[config.mk]
export PLATFORM = sky130hd
export DESIGN_NAME = tlb_page_table_translator_unit
export DESIGN_NICKNAME = d
export VERILOG_FILES = /design/src/design/tpt_pkg.sv /design/src/design/tlb_page_table_translator_unit.sv /design/src/design/tpt_tlb.sv /design/src/design/tpt_page_table.sv
export VERILOG_INCLUDE_DIRS = /design/src /design/src/design
export SDC_FILE = /design/constraint.sdc
export NUM_CORES = 2
export LEC_CHECK = 0
export ABC_AREA = 1
export BUFFER_PORTS_ARGS = -buffer_cell sky130_fd_sc_hd__buf_2
export CAP_MARGIN = 20
export CORE_AREA = 2 2 418 420
export CTS_BUF_LIST = sky130_fd_sc_hd__clkbuf_2 sky130_fd_sc_hd__clkbuf_4 sky130_fd_sc_hd__clkbuf_8
export CTS_CLUSTER_DIAMETER = 30
export DETAILED_ROUTE_END_ITERATION = 8
export DIE_AREA = 0 0 420 422
export PLACE_DENSITY = 0.77
export SLEW_MARGIN = 20
export SYNTH_ARGS = -nofsm -noshare
export SYNTH_HDL_FRONTEND = slang
export SYNTH_SLANG_ARGS = --single-unit
[constraint.sdc]
create_clock -name clk -period 19.6 [get_ports clk]
set_clock_uncertainty 0.2 [all_clocks]
set_input_delay 5.88 -clock clk [delete_from_list [all_inputs] [get_ports clk]]
set_output_delay 5.88 -clock clk [all_outputs]
set_load 0.01 [all_outputs]
[src/design/tlb_page_table_translator_unit_assert.svh]
// Assertion macros for the translator top module.
// Each macro samples on clk and is disabled while arst_n is low.
`ifndef TLB_PAGE_TABLE_TRANSLATOR_UNIT_ASSERT_SVH
`define TLB_PAGE_TABLE_TRANSLATOR_UNIT_ASSERT_SVH

// Same-cycle implication.
`define TPT_ASSERT_NOW(label, ante, cons) \
	label: assert property (@(posedge clk) disable iff (!arst_n) (ante) |-> (cons)) \
		else $error("translator check failed");

// Next-cycle implication.
`define TPT_ASSERT_NEXT(label, ante, cons) \
	label: assert property (@(posedge clk) disable iff (!arst_n) (ante) |=> (cons)) \
		else $error("translator check failed");

`endif

[src/design/tpt_pkg.sv]
// Shared constants and types for the address translator.
// No dependencies; used by every module of the block.
package tpt_pkg;

	localparam int ADDR_W           = 16;
	localparam int PAGE_W           = 8;
	localparam int OFFSET_W         = 8;
	localparam int FRAME_W          = 8;
	localparam int CNT_W            = 32;
	localparam int TLB_DEPTH_DEF    = 16;
	localparam int PAGE_COUNT_DEF   = 256;
	localparam int FRAME_COUNT_DEF  = 256;

	// One TLB fill request: page and frame go into the slot under the FIFO pointer.
	typedef struct packed {
		logic               en;
		logic [PAGE_W-1:0]  page;
		logic [FRAME_W-1:0] frame;
	} tlb_fill_t;

	// One page table entry as stored and as read back.
	typedef struct packed {
		logic               present;
		logic [FRAME_W-1:0] frame;
	} pt_entry_t;

endpackage

[src/design/tlb_page_table_translator_unit.sv]
// Address translator: TLB lookup with demand-paged page table behind it.
// Path: an accepted word is registered into the lookup stage, and its result is registered onto
// the result ports with done high. Throughput: one word per cycle while busy is low; the single
// registered lookup stage and the page table memory with one read and one write port (with
// forwarding) set that figure. Results cannot be stalled.
// Reset: TLB, counters and frame allocator clear at once; the page table is then swept one
// entry a cycle, from entry 0 to PAGE_COUNT-1, during which busy is high and no word is taken.
module tlb_page_table_translator_unit #(
	parameter int TLB_DEPTH   = tpt_pkg::TLB_DEPTH_DEF,
	parameter int PAGE_COUNT  = tpt_pkg::PAGE_COUNT_DEF,
	parameter int FRAME_COUNT = tpt_pkg::FRAME_COUNT_DEF
) (
	input  logic                          clk,
	input  logic                          arst_n,
	input  logic                          start,
	output logic                          busy,
	input  logic [tpt_pkg::ADDR_W-1:0]    virt_addr,
	output logic                          done,
	output logic [tpt_pkg::ADDR_W-1:0]    physical_address,
	output logic [tpt_pkg::FRAME_W-1:0]   frame_number,
	output logic                          tlb_hit,
	output logic                          page_fault,
	output logic [tpt_pkg::CNT_W-1:0]     hit_total,
	output logic [tpt_pkg::CNT_W-1:0]     miss_total
);

	`include "tlb_page_table_translator_unit_assert.svh"

	localparam int PW  = $clog2(PAGE_COUNT);
	localparam int FW  = $clog2(FRAME_COUNT);
	localparam int RW  = 16;

	// Input stage: the accepted word and its reduced page index.
	logic                             accept;
	logic [RW-1:0]                    rem;
	logic [PW-1:0]                    page_idx;
	logic                             valid_s1;
	logic [PW-1:0]                    page_s1;
	logic [tpt_pkg::OFFSET_W-1:0]     offset_s1;

	// Lookup results and the decision made on them.
	logic                             tlb_match;
	logic [tpt_pkg::FRAME_W-1:0]      tlb_frame;
	tpt_pkg::pt_entry_t               pt_entry;
	logic                             pt_clearing;
	logic                             miss;
	logic                             fault;
	logic [tpt_pkg::FRAME_W-1:0]      frame;
	tpt_pkg::tlb_fill_t               fill;

	// Allocator and statistics.
	logic [FW-1:0]                    next_frame_q;
	logic [tpt_pkg::CNT_W-1:0]        hit_cnt_q;
	logic [tpt_pkg::CNT_W-1:0]        miss_cnt_q;
	logic [tpt_pkg::CNT_W-1:0]        hit_cnt_d;
	logic [tpt_pkg::CNT_W-1:0]        miss_cnt_d;

	assign busy   = pt_clearing;
	assign accept = start && !busy;

	// The page number is reduced modulo PAGE_COUNT. The quotient of an 8-bit page by a
	// count of at least sixteen is below sixteen, so four restoring steps are enough.
	always_comb begin
		rem = RW'(virt_addr[tpt_pkg::ADDR_W-1:tpt_pkg::OFFSET_W]);
		for (int k = 3; k >= 0; k--) begin
			if (rem >= RW'(PAGE_COUNT << k)) begin
				rem = rem - RW'(PAGE_COUNT << k);
			end
		end
		page_idx = PW'(rem);
	end

	always_ff @(posedge clk or negedge arst_n) begin
		if (!arst_n) begin
			valid_s1 <= 1'b0;
		end else begin
			valid_s1 <= accept;
		end
	end

	always_ff @(posedge clk) begin
		if (accept) begin
			page_s1   <= page_idx;
			offset_s1 <= virt_addr[tpt_pkg::OFFSET_W-1:0];
		end
	end

	tpt_tlb #(
		.DEPTH (TLB_DEPTH)
	) u_tlb (
		.clk       (clk),
		.arst_n    (arst_n),
		.page      (tpt_pkg::PAGE_W'(page_s1)),
		.hit       (tlb_match),
		.hit_frame (tlb_frame),
		.fill      (fill)
	);

	// The page table is read at the accept edge with the incoming page, so its entry is
	// ready in the lookup cycle; a fault written by the word ahead is forwarded.
	tpt_page_table #(
		.PAGE_COUNT (PAGE_COUNT)
	) u_page_table (
		.clk      (clk),
		.arst_n   (arst_n),
		.rd_idx   (page_idx),
		.rd_entry (pt_entry),
		.wr_en    (fault),
		.wr_idx   (page_s1),
		.wr_frame (tpt_pkg::FRAME_W'(next_frame_q)),
		.clearing (pt_clearing)
	);

	// A TLB hit takes the cached frame. A miss goes to the page table, and a page that is
	// not resident takes the next free frame, which the outside agent must then load.
	always_comb begin
		miss  = valid_s1 && !tlb_match;
		fault = miss && !pt_entry.present;
		if (tlb_match) begin
			frame = tlb_frame;
		end else if (pt_entry.present) begin
			frame = pt_entry.frame;
		end else begin
			frame = tpt_pkg::FRAME_W'(next_frame_q);
		end
		fill.en    = miss;
		fill.page  = tpt_pkg::PAGE_W'(page_s1);
		fill.frame = frame;
	end

	always_comb begin
		hit_cnt_d  = hit_cnt_q;
		miss_cnt_d = miss_cnt_q;
		if (valid_s1 && tlb_match && (hit_cnt_q != '1)) begin
			hit_cnt_d = hit_cnt_q + 1'b1;
		end
		if (miss && (miss_cnt_q != '1)) begin
			miss_cnt_d = miss_cnt_q + 1'b1;
		end
	end

	always_ff @(posedge clk or negedge arst_n) begin
		if (!arst_n) begin
			next_frame_q <= '0;
			hit_cnt_q    <= '0;
			miss_cnt_q   <= '0;
			done         <= 1'b0;
		end else begin
			hit_cnt_q  <= hit_cnt_d;
			miss_cnt_q <= miss_cnt_d;
			done       <= valid_s1;
			if (fault) begin
				next_frame_q <= (next_frame_q == FW'(FRAME_COUNT - 1)) ? '0
					: next_frame_q + 1'b1;
			end
		end
	end

	// Result register: presented for exactly one cycle under done.
	always_ff @(posedge clk) begin
		if (valid_s1) begin
			physical_address <= {frame, offset_s1};
			frame_number     <= frame;
			tlb_hit          <= tlb_match;
			page_fault       <= fault;
			hit_total        <= hit_cnt_d;
			miss_total       <= miss_cnt_d;
		end
	end

	// A freshly allocated frame never comes with a TLB hit.
	`TPT_ASSERT_NOW(a_fault_excludes_hit, done, !(tlb_hit && page_fault))
	// No word is in flight while the page table is being swept.
	`TPT_ASSERT_NOW(a_idle_while_clearing, busy, !valid_s1)
	// A miss below saturation advances the miss count by one.
	`TPT_ASSERT_NEXT(a_miss_counts, miss && (miss_cnt_q != '1),
		miss_total == $past(miss_cnt_q) + 1'b1)
	// A hit leaves the miss count where it was.
	`TPT_ASSERT_NEXT(a_hit_keeps_miss, valid_s1 && tlb_match, miss_total == $past(miss_cnt_q))

endmodule

[src/design/tpt_tlb.sv]
// Fully associative TLB with FIFO replacement.
// Depends on tpt_pkg for field widths and the fill request type.
module tpt_tlb #(
	parameter int DEPTH = tpt_pkg::TLB_DEPTH_DEF
) (
	input  logic                        clk,
	input  logic                        arst_n,
	input  logic [tpt_pkg::PAGE_W-1:0]  page,
	output logic                        hit,
	output logic [tpt_pkg::FRAME_W-1:0] hit_frame,
	input  tpt_pkg::tlb_fill_t          fill
);

	localparam int SW = (DEPTH > 1) ? $clog2(DEPTH) : 1;

	logic [tpt_pkg::PAGE_W-1:0]  page_q  [DEPTH];
	logic [tpt_pkg::FRAME_W-1:0] frame_q [DEPTH];
	logic [DEPTH-1:0]            valid_q;
	logic [SW-1:0]               slot_q;

	// Walk from the top so that the lowest matching slot wins.
	always_comb begin
		hit       = 1'b0;
		hit_frame = '0;
		for (int k = DEPTH - 1; k >= 0; k--) begin
			if (valid_q[k] && (page_q[k] == page)) begin
				hit       = 1'b1;
				hit_frame = frame_q[k];
			end
		end
	end

	always_ff @(posedge clk or negedge arst_n) begin
		if (!arst_n) begin
			valid_q <= '0;
			slot_q  <= '0;
		end else if (fill.en) begin
			valid_q[slot_q] <= 1'b1;
			slot_q          <= (slot_q == SW'(DEPTH - 1)) ? '0 : slot_q + 1'b1;
		end
	end

	always_ff @(posedge clk) begin
		if (fill.en) begin
			page_q[slot_q]  <= fill.page;
			frame_q[slot_q] <= fill.frame;
		end
	end

endmodule

[src/design/tpt_page_table.sv]
// Page table memory with a clearing pass after reset and write-to-read forwarding.
// Depends on tpt_pkg for the entry type.
module tpt_page_table #(
	parameter int PAGE_COUNT = tpt_pkg::PAGE_COUNT_DEF
) (
	input  logic                            clk,
	input  logic                            arst_n,
	input  logic [$clog2(PAGE_COUNT)-1:0]   rd_idx,
	output tpt_pkg::pt_entry_t              rd_entry,
	input  logic                            wr_en,
	input  logic [$clog2(PAGE_COUNT)-1:0]   wr_idx,
	input  logic [tpt_pkg::FRAME_W-1:0]     wr_frame,
	output logic                            clearing
);

	localparam int PW = $clog2(PAGE_COUNT);

	tpt_pkg::pt_entry_t mem [PAGE_COUNT];
	tpt_pkg::pt_entry_t rd_data_q;
	tpt_pkg::pt_entry_t fwd_data_q;
	logic               fwd_q;
	logic               clr_q;
	logic [PW-1:0]      clr_idx_q;
	logic               mem_we;
	logic [PW-1:0]      mem_widx;
	tpt_pkg::pt_entry_t mem_wdata;

	assign clearing = clr_q;

	always_comb begin
		mem_we    = clr_q | wr_en;
		mem_widx  = clr_q ? clr_idx_q : wr_idx;
		mem_wdata = '0;
		if (!clr_q) begin
			mem_wdata.present = 1'b1;
			mem_wdata.frame   = wr_frame;
		end
	end

	always_ff @(posedge clk or negedge arst_n) begin
		if (!arst_n) begin
			clr_q     <= 1'b1;
			clr_idx_q <= '0;
		end else if (clr_q) begin
			clr_idx_q <= clr_idx_q + 1'b1;
			if (clr_idx_q == PW'(PAGE_COUNT - 1)) begin
				clr_q <= 1'b0;
			end
		end
	end

	always_ff @(posedge clk) begin
		if (mem_we) begin
			mem[mem_widx] <= mem_wdata;
		end
		rd_data_q  <= mem[rd_idx];
		fwd_data_q <= mem_wdata;
	end

	// A write landing on the same edge as the read of the same entry wins.
	always_ff @(posedge clk or negedge arst_n) begin
		if (!arst_n) begin
			fwd_q <= 1'b0;
		end else begin
			fwd_q <= mem_we && (mem_widx == rd_idx);
		end
	end

	assign rd_entry = fwd_q ? fwd_data_q : rd_data_q;

endmodule

; Word level (Yosys, flattened, before mapping)
; Memories as Yosys holds them, arrays and structs flattened. A register that Yosys moved wholly into a read port is not among the register bits.
; Cells that the tools add are included.
[totals]
reg_bits = 219
ram_bits = 2560
in_bits = 19
output_inout_bits = 92
memories = 3
[classes]
n_addsub = 5
muxes = 49
eq_ne = 22
reduce_logical = 27
n_lt_le_gt_ge = 2
bitwise = 2
[memory_table]
columns = memory, words, word_bits, rd, rd_ports_with_merged_regs, wr, line
row1 = u_page_table.mem, 256, 9, 1, 1, 1, tpt_page_table.sv:18  ; tpt_pkg::pt_entry_t mem [PAGE_COUNT];
row2 = u_tlb.frame_q, 16, 8, 16, 0, 1, tpt_tlb.sv:17  ; logic [tpt_pkg::FRAME_W-1:0] frame_q [DEPTH];
row3 = u_tlb.page_q, 16, 8, 16, 0, 1, tpt_tlb.sv:16  ; logic [tpt_pkg::PAGE_W-1:0] page_q [DEPTH];
[ops]
columns = operator, count
row1 = $mux W8, 20
row2 = $eq A8 B8 Y1, 17
row3 = $add A32 B1 Y32 const B, 2
row4 = $mux W32, 2
row5 = $ne A32 B32 Y1 const B, 2
row6 = $logic_and A1 B1 Y1, 24
row7 = $mux W1, 23
row8 = $mux W9, 2
row9 = $add A8 B1 Y8 const B, 2
row10 = $eq A8 B8 Y1 const B, 2
row11 = $or A16 B16 Y16, 1
row12 = $lt A4 B5 Y1 const B, 1
row13 = $add A4 B1 Y4 const B, 1
row14 = $demux W1 S4, 1
row15 = $eq A4 B4 Y1 const B, 1
row16 = $ge A4 B1 Y1 const B, 1
row17 = $mux W4, 1
row18 = $logic_not A1 Y1, 3
row19 = $or A1 B1 Y1, 1

; Depth between registers and ports, before layout
; An unclocked memory read counts as a cell.
[logic_depth]
ltp_word = 25
mapped_depth = 28
ltp_nobuf = 26

; Modules after synthesis
; Synthesis repeated with hierarchy kept, for this count alone.
[hier_totals]
hier_cells = 9881
hier_area_um2 = 114441.0
[by_module_without_submodules]
columns = module, n_inst, area_each_um2, cells_each, seq_area_each_um2
row1 = tpt_page_table, 1, 94287.9, 7934, 69798.2
row2 = tpt_tlb, 1, 12305.6, 1113, 8187.9
row3 = tlb_page_table_translator_unit, 1, 7847.5, 834, 4794.6

; Least setup slack after synthesis
; No wires, ideal clock.
[synth_path]
kind = register -> register
startpoint = reg u_page_table.clr_q (netlist: u_page_table.clearing)
endpoint = mem u_page_table.mem[0][4] in the netlist's numbering, data pin
setup_time_ns = 1.400
stages_incl_launch_ff = 5
slack_ns = 11.116
synth_period_minus_slack_ns = 8.484
arrival_ns = 6.884
cell_sequence = dfstp_2 -> buf_4 -> clkbuf_1 -> clkbuf_1 -> nor2_1
[synth_lines]
columns = element, line
row1 = from (decl), tpt_page_table.sv:22  ; logic clr_q;
row2 = from (signal assigned), tpt_page_table.sv:42  ; clr_q <= 1'b1;
row3 = from (signal assigned), tpt_page_table.sv:47  ; clr_q <= 1'b0;
row4 = to (decl), tpt_page_table.sv:18

==> flow_summary.ini <==
[run_status]
status = finished with violations
violations = DRC

[placed_design]
gp_congestion = 0.9224
dp.cells = 10938
dp_hpwl_mm = 165.7
placed_cell_area_um2 = 114000
place.port_buffers = 110

[drt]
drc = 1
wl_per_cell_um = 25.63
firstDrtPassIters = 9
drt-initial-drc-count = 11941
drtAntennaViolNets = 0
routed_wl_mm = 303.2
vias = 76703
via_per_inst = 6.483

[die]
die_h_um = 422
core_um2 = 172900
initial_core_util = 0.6472
num_io_pins = 111
die_x_um = 420
rows = 153
fp.dieArea_um2 = 177200

[logic_synthesis]
synth_nets = 9023
synth_cells = 8996
yosysMostFrequentCell = edfxtp_1
yosys-top-cells-area = edfxtp_1 71%, o21ai_0 7.0%, nor2_1 6.9%
synth_top_area_share = 0.7134
async_flop_share = 0.03741
synthFlopType = edfxtp_1
synth_edf_count = 2658
synth_common_cells = 2,658 x edfxtp_1, 2,050 x nor2_1, 1,561 x o21ai_0, 738 x o22ai_1, 509 x clkbuf_1
ys_ff_latch = 2780
syn-mean-instance-area_um2 = 12.44
synth_seq_area_share = 0.7399
synth_cell_types = 53
yosysWarnings = 0
netlist_area_um2 = 111900
yosysTopAreaCell = edfxtp_1

[critical_path]
cp_data_arrival_time_ns = 11.49
cp_max_fo = 95
r2r_setup_slack_ns = 13.05
r2r_cells = 20
crit_required_ns = 20.42
r2r-start = page_s1[3]
endpoint_kind = flip-flop
start_kind = input port
rr_endpoint = u_page_table.mem[246][4]
crit_type = in -> reg

[global_routing]
track_usage = 0.3378
grt_overflow = 0
grt_first_pass_wirelength_mm = 450.5
grt_pass1_vias = 73461
antenna_found_initial = 17
grt_start_max_net_pins = 258

[clock_network]
cts_hold_buf = 0
post-cts-setup-buffer-count = 0
numCtsBuffers = 491
clock-root-buffer = clkbuf_8
clk_latency_ns = 1.16
ctsResizeCount = 0
cts_tree = built
clk_path_buf_depth = 4
h-tree-depth = 5
path_clk_slew_ns = 0.06
cts.sinks = 2780

[cells_and_area]
stdcell_count = 11832
fin_nets = 9136
drive_gt1_frac = 0.1171
finalInstanceArea_um2 = 124700
syn2layout_area_growth_pct = 11.43

[sta]
worst_hold_slack_ns = 0.2192
rsz0062_at_grt = false
worst_slew_pin_slew_ns = 1.274
fin_setup_tns_ns = 0
slew_violations = 0
setup_viol = 0
period_share = 0.5448
hold_viol = 0
period_needed_ns = 10.68
relSlewSlack = 0.1479
max_freq_mhz = 93.65

[worst_hold_path]
hold_end = physical_address[3]
min_path_cells = 0
hp-class = reg -> reg
hp-start = offset_s1[3]

[power]
vdd_drop_max_mv = 0.1329
p_leak_uw = 0.04332
power_density_nw_per_um2 = 112.1

[flow_run]
cap_violations = 0
flip-flops by register name (all words and copies together) (netlist names), 16 cells and up:
register,cells
u_tlb.page_q,128
u_tlb.frame_q,128
hit_cnt_q,32
hit_total,32
physical_address,16
miss_cnt_q,32
miss_total,32
u_page_table.mem,2304
u_tlb.valid_q,16
cell type report:
cell class              instances  area, µm²
flip-flops and latches       2780      82780
multi-input cells            5395      25930
clock inverters               259       2700
fillers                     11055      48190
clock buffers                 624       7825
diodes                          8      20.02
inverters                     228      893.4
repair buffers                213       1609
well taps                    2325       2909
cells by family (layout without fill, tap and decap cells):
family,Yosys count,count (layout),share of synthesized area
other cells,0,8,0
mux,14,14,0.001409
buf+inv,821,1324,0.02930
simple gates,2831,2831,0.1007
flops,2780,2780,0.7399
compound gates,2424,2424,0.1185
fa+ha+maj,8,8,0.0008947
xor+xnor,118,118,0.009237
worst max-delay path by stage:
stage / startpoint / to / slack (ns)
6_report: virt_addr[8] / u_page_table.rd_data_q[1] / 8.92
5_1_grt: virt_addr[8] / u_page_table.rd_data_q[2] / 8.76
4_1_cts: virt_addr[8] / u_page_table.rd_data_q[1] / 9.11
3_5_place_dp: virt_addr[8] / u_page_table.rd_data_q[1] / 8.07
3_3_place_gp: virt_addr[8] / u_page_table.rd_data_q[1] / 8.23
2_1_floorplan: u_page_table.clearing / u_page_table.mem[0][4] / 11.12
power by group:
part           total, µW  internal [µW]  switching [µW]
registers           6990           6940            52.3
clock network       5710           3350            2360
logic               1270            255            1020
metal layers:
metal | global-route usage | vias to the layer above | share of wire
li1 | - | 33206 | -
met1 | 0.4583 | 36988 | 0.36
met2 | 0.5105 | 5522 | 0.46
met3 | 0.08615 | 965 | 0.13
met4 | 0.1727 | 22 | 0.051
met5 | 0.001914 | - | 0.00058
worst max-delay path: stages:
cell and delay, ns:
buf_8 0.41, buf_4 0.72, buf_4 0.88, buf_4 0.68
buf_4 0.72, o21ai_0 0.24, o22ai_1 0.26, nor2_1 0.09
o32ai_1 0.54, nor2_1 0.23, o22ai_1 0.22, o21ai_0 0.20
o22ai_1 0.23
stage by stage:
| step | power, µW | worst slack [ns] | util |
|---|---|---|---|
| global placement | 8288 | 8.234 | 0.6593 |
| CTS | 13960 | 9.115 | 0.7206 |
| detailed placement | 8336 | 8.070 | 0.6597 |
| global route | 14350 | 8.761 | 0.7211 |
| floorplan | 7890 | 11.12 | - |
| finish | 13980 | 8.922 | 0.7212 |
placed cells by master, fill, tap and decap left out, types with 89 or more instances in the layout:
master / instances
o21ai_0: 1561
clkbuf_8: 502
o22ai_1: 738
inv_1: 208
nand2_1: 483
nand3_1: 92
xor2_1: 89
dfrtp_1: 102
nor2_1: 2036
buf_2: 105
edfxtp_1: 2658
clkbuf_4: 122
No activity file was read; power rests on OpenSTA's default activity.
